--- src/rtl/bisa_ram.sv ---
// Generic single-port-write, single-port-read RAM with registered read data.
// Read returns the old contents when read and write hit the same address.
module bisa_ram #(
    parameter int WIDTH = 8,
    parameter int DEPTH = 512
) (
    input  logic                     i_clk,
    input  logic                     i_we,
    input  logic [$clog2(DEPTH)-1:0] i_waddr,
    input  logic [WIDTH-1:0]         i_wdata,
    input  logic [$clog2(DEPTH)-1:0] i_raddr,
    output logic [WIDTH-1:0]         o_rdata
);

    logic [WIDTH-1:0] r_mem [DEPTH];

    always_ff @(posedge i_clk) begin
        if (i_we) begin
            r_mem[i_waddr] <= i_wdata;
        end
        o_rdata <= r_mem[i_raddr];
    end

endmodule

--- config.mk ---
export PLATFORM = sky130hd
export DESIGN_NAME = bisa_ram
export DESIGN_NICKNAME = d
export VERILOG_FILES = /design/src/rtl/bisa_ram.sv
export SDC_FILE = /design/constraint.sdc
export NUM_CORES = 2
export LEC_CHECK = 0
export BUFFER_PORTS_ARGS = -buffer_cell sky130_fd_sc_hd__buf_2
export CAP_MARGIN = 20
export CORE_ASPECT_RATIO = 2
export CORE_MARGIN = 4
export CORE_UTILIZATION = 40
export DETAILED_ROUTE_END_ITERATION = 16
export HOLD_SLACK_MARGIN = 0.03
export PLACE_DENSITY = 0.63
export SYNTH_ARGS = -nofsm -noshare
export SYNTH_HDL_FRONTEND = slang
export SYNTH_SLANG_ARGS = --single-unit
--- constraint.sdc ---
create_clock -name i_clk -period 6.8 [get_ports i_clk]
set_clock_uncertainty 0.1 [all_clocks]
set_input_delay 1.36 -clock i_clk [delete_from_list [all_inputs] [get_ports i_clk]]
set_output_delay 1.36 -clock i_clk [all_outputs]
set_load 0.1 [all_outputs]
# Word-level counts from Yosys, hierarchy flattened
# Memory sizes are Yosys's and may differ from the RTL's. A register that Yosys moved wholly into a read port is not among the register bits.
# Index checks and enable logic that the tools add are counted.
[word_totals]
ramBits = 4096
ff_bits = 0
output_inout_bits = 8
mem_count = 1
[op_classes]
mux = 2
[mem_list]
columns = ["name", "words", "word_bits", "read_ports", "rd_clocked_by_memory_dff", "wr", "line", "rtl"]
rows = [
  ["r_mem", 512, 8, 1, 1, 1, "15", "logic [WIDTH-1:0] r_mem [DEPTH];"],
]
[ops]
columns = ["op", "count"]
rows = [
  ["1-bit two-way mux", 2],
]

# Logic depth before layout (Yosys ltp)
[depth]
word_depth = 2
depth_mapped = 12
ltp_nobuf = 7

# Worst setup path after synthesis
# No wires, ideal clock.
[synth_timing]
kind = "in2reg"
start = "input i_raddr[0]"
end = "register o_rdata[0], read port of r_mem"
n_path_buf = 4
setup_slack_ns = 3.368
t_arrival_ns = 3.214
setup_ns = 0.118
stages = 10
cell_sequence = "buf_4 -> buf_12 -> buf_12 -> buf_2 -> mux4_2 -> o21ai_0 -> nand3_1 -> nand4_1 -> o21ai_0 -> o2111a_1"
[synth_lines]
columns = ["item", "line", "rtl"]
rows = [
  ["start: declaration", "11", "input logic [$clog2(DEPTH)-1:0] i_raddr,"],
  ["end: declaration", "12", "output logic [WIDTH-1:0] o_rdata"],
]

==> reports/results.tsv <==
metric	value	unit
run status	finished clean	
clock slew seen by the registers of the worst setup and hold paths	0.07	ns
number of nets at the end of the flow	8102	
count of flip-flops with a built-in enable after synthesis	4096	
Wirelength per Cell	32.8	um
maximum number of pins on one net before global-route repair	179	
total I/O pin count	36	
Max rail drop VDD	0.339	mV
total buffers and inverters traversed by the critical path	2	
first-pass GRT wire length	629000	um
Port-buffer cells	35	
Post-DRT Antenna Nets	0	
met1 WL	144000	um
number of instances resized during post-cts repair	0	
Setup crit start kind	input pin	
proportion of synthesized flip-flops having asynchronous set or reset	0	%
antenna violations before repair	21	
total met2 wirelength after detailed routing	240000	um
# rows	328	
post-synthesis average cell area	19.9	um^2
Reg2Reg Launch Point	r_mem[265][3]$_DFFE_PP_	
DIE WIDTH	455	um
number of warnings printed during yosys synthesis	0	
share of the clock period used by the worst path after layout	71.9	%
Worst setup startpoint	i_raddr[1]	
floorplan die height	902	um
Final GP Congestion	0.899	
slowest cell on the critical path	sky130_fd_sc_hd__buf_4	
number of H-tree branching levels	5	
kind of cell with the highest combined delay on the critical path	compound AO/OA/AOI/OAI gates	
number of buffers added for setup after CTS	0	
number of buffers added by the clock tree synthesis step	320	
Mapped Nets	8058	
Hold Path Origin	i_wdata[0]	
overall global routing resource usage	21.4	%
number of library cell types mapped by synthesis	51	
first drt pass iteration count	8	
routed length on met3	26300	um
initial DRC count	8570	
clock tree from TritonCTS	yes	
starting density of the core	40.1	%
leakage power summed over all cells	54.7	nW
switching power as a share of total power	21.7	%
sink count of the clock tree	4104	
detailed-route via count	81000	
Final Max Tran Viols	0	
vias per cell	5.95	
worst min path class	input pin to flop	
slew margin rel.	22.2	%
worst path setup slack after routing	1.91	ns
via count of the first global-routing pass	83300	
# Max-Cap Violations	0	
crit path capture type	flop	
Seq/Total Area, Yosys	77.0	%
uppermost signal routing layer after detailed routing	met5	
type of the setup path with the least slack	input pin to flop	
Clock Tree Buf Depth	4	
overall routed net length	446000	um
power density relative to cell area	281	nW/um^2
Max Clock Freq	205	MHz
Clock Tree Root	sky130_fd_sc_hd__clkbuf_16	
layout cell share with drive strength beyond 1	17.2	%
Clk pwr share	38.6	%
Layout Cell Area excl Fill	177000	um^2
top_reg_cell synth	sky130_fd_sc_hd__edfxtp_1	
DRC violation count after routing	0	
combinational power share	5.4	%
Worst-Margin Slew	1.15	ns
Fin Setup TNS	0	ns
residual overflow from global routing	0	
largest fanout on the critical path	81	
area of the mapped netlist	160000	um^2
data arrival time of the worst path	5.60	ns
count of final setup violators	0	
area enclosed by the die boundary	411000	um^2
post-synthesis cell count	8030	
insertion delay to the later sink of the worst-skew pair	0.94	ns
final critical path time including I/O delays and setup	4.89	ns
Area growth syn-to-layout	10.5	%
area of placed instances	166000	um^2
#FFs+latches synth	4104	
RSZ-0062 raised after global routing	no	
Hold Violations, Final	0	
switching power summed over all nets	10.8	mW
cell-by-cell trace of the critical path	buf_8 > or2_4 > buf_4 > o221ai_1 > o22ai_1 > a22oi_1 > nand4_1 > nand2_1 > o2111a_1	
Setup WS pre-CTS	1.03	ns
critical path's largest stage delay	0.96	ns
P_int	38.9	mW
part of the total power dissipated in sequential elements	56.0	%
internal reg-to-reg setup slack	3.47	ns
required time worst endpoint	7.51	ns
HPWL reported at the end of detailed placement	286000	um
number of hold buffers added after cts	0	
area of the core	398000	um^2
[cells in the mapped netlist (5+ instances only)]
| cell | count | area (um^2) |
|---|---|---|
| sky130_fd_sc_hd__o311ai_0 | 5 | 43.8 |
| sky130_fd_sc_hd__buf_1 | 41 | 154 |
| sky130_fd_sc_hd__a22o_1 | 5 | 43.8 |
| sky130_fd_sc_hd__edfxtp_1 | 4096 | 123000 |
| sky130_fd_sc_hd__dfxtp_1 | 8 | 160 |
| sky130_fd_sc_hd__a22oi_1 | 61 | 458 |
| sky130_fd_sc_hd__o31ai_1 | 13 | 97.6 |
| sky130_fd_sc_hd__buf_8 | 11 | 165 |
| sky130_fd_sc_hd__buf_6 | 64 | 721 |
| sky130_fd_sc_hd__buf_4 | 70 | 526 |
| sky130_fd_sc_hd__nor3_1 | 109 | 546 |
| sky130_fd_sc_hd__o22ai_1 | 163 | 1020 |
| sky130_fd_sc_hd__a21oi_1 | 194 | 971 |
| sky130_fd_sc_hd__clkbuf_1 | 265 | 995 |
| sky130_fd_sc_hd__nor4_1 | 36 | 225 |
| sky130_fd_sc_hd__mux4_2 | 654 | 14700 |
| sky130_fd_sc_hd__a211oi_1 | 17 | 128 |
| sky130_fd_sc_hd__nor2b_1 | 6 | 37.5 |
| sky130_fd_sc_hd__and2_1 | 20 | 125 |
| sky130_fd_sc_hd__o21ai_0 | 118 | 591 |
| sky130_fd_sc_hd__nand3_1 | 36 | 180 |
| sky130_fd_sc_hd__buf_2 | 57 | 285 |
| sky130_fd_sc_hd__buf_12 | 5 | 100 |
| sky130_fd_sc_hd__mux2i_1 | 797 | 7980 |
| sky130_fd_sc_hd__o221ai_1 | 371 | 3250 |
| sky130_fd_sc_hd__o2111a_1 | 8 | 90.1 |
| sky130_fd_sc_hd__or3_1 | 6 | 37.5 |
| sky130_fd_sc_hd__nand4_1 | 32 | 200 |
| sky130_fd_sc_hd__nand2_1 | 111 | 417 |
| sky130_fd_sc_hd__nor2_1 | 597 | 2240 |
| sky130_fd_sc_hd__nor3b_1 | 8 | 60.1 |
| sky130_fd_sc_hd__o41ai_1 | 7 | 61.3 |
[cells in the final DEF, fill, tap and decap left out, types with 19 or more instances in the layout]
cell / instances
sky130_fd_sc_hd__edfxtp_1: 4096
sky130_fd_sc_hd__clkinv_2: 65
sky130_fd_sc_hd__o221ai_1: 371
sky130_fd_sc_hd__nor2_1: 595
sky130_fd_sc_hd__and2_1: 19
sky130_fd_sc_hd__o22ai_1: 163
sky130_fd_sc_hd__mux2i_1: 797
sky130_fd_sc_hd__clkbuf_16: 327
sky130_fd_sc_hd__clkinv_1: 40
sky130_fd_sc_hd__clkinvlp_4: 32
sky130_fd_sc_hd__a22oi_1: 61
sky130_fd_sc_hd__nor3_1: 107
sky130_fd_sc_hd__bufinv_16: 36
sky130_fd_sc_hd__buf_2: 23
sky130_fd_sc_hd__nor4_1: 23
sky130_fd_sc_hd__o21ai_0: 107
sky130_fd_sc_hd__nand2_1: 96
sky130_fd_sc_hd__a21oi_1: 194
sky130_fd_sc_hd__nand3_1: 32
sky130_fd_sc_hd__mux4_2: 654
sky130_fd_sc_hd__buf_12: 44
sky130_fd_sc_hd__buf_4: 151
sky130_fd_sc_hd__nand4_1: 32
sky130_fd_sc_hd__clkbuf_1: 45
[power by group through the flow]
stage / Clock (mW) / Combinational, mW / Sequential [mW]
after floorplan: 0 / 1.33 / 28.5
after global placement: 0 / 2.62 / 28.4
after detailed placement: 0 / 2.67 / 28.4
after CTS: 19.4 / 2.67 / 27.8
after global routing: 20.4 / 2.76 / 27.8
final: 19.2 / 2.67 / 27.9
[state kept, by name (all words and copies together), names as in the netlist]
signal,count
r_mem,4096
o_rdata,8
[final timing paths]
path	endpoint	depth (start not counted)
min	r_mem[429][0]$_DFFE_PP_	1
max reg2reg	o_rdata[3]$_DFF_P_	8
min reg2reg	o_rdata[0]$_DFF_P_	6
max	o_rdata[3]$_DFF_P_	9
[layer usage]
metal,up-vias,global-route usage [%]
li1,33400,-
met1,42800,23.0
met2,3718,38.9
met3,1077,2.76
met4,8,14.5
met5,-,0
[cells by family (layout without fill, tap and decap cells)]
family / Yosys count / after routing / share of synthesized area [%]
AO/OA/AOI/OAI: 979 / 979 / 4.31
buffers and inverters: 516 / 813 / 1.85
flip-flops: 4104 / 4104 / 77.0
multiplexers: 1451 / 1451 / 14.2
other: 0 / 17 / 0
AND/OR/NAND/NOR: 980 / 980 / 2.63
[metrics by stage]
step | hold WS (ns) | power (mW) | instances | util (%)
floorplan | 0.838 | 29.8 | 8030 | -
global placement | 1.01 | 31.0 | 13000 | 41.7
detailed placement | 1.02 | 31.1 | 13000 | 41.7
CTS | 0.746 | 49.9 | 13600 | 44.3
global route | 0.782 | 51.0 | 13600 | 44.3
finish | 0.777 | 49.7 | 13600 | 44.4
[layout make-up]
cell class | instances | area (um^2)
fillers | 33400 | 222000
flip-flops and latches | 4104 | 123000
well taps | 5280 | 6610
repair buffers | 235 | 2360
diodes | 17 | 42.5
multi-input cells | 3410 | 34100
clock buffers | 373 | 8370
inverters | 3 | 18.8
clock inverters | 202 | 2080
Note: power is estimated with default switching activity, not from simulation.
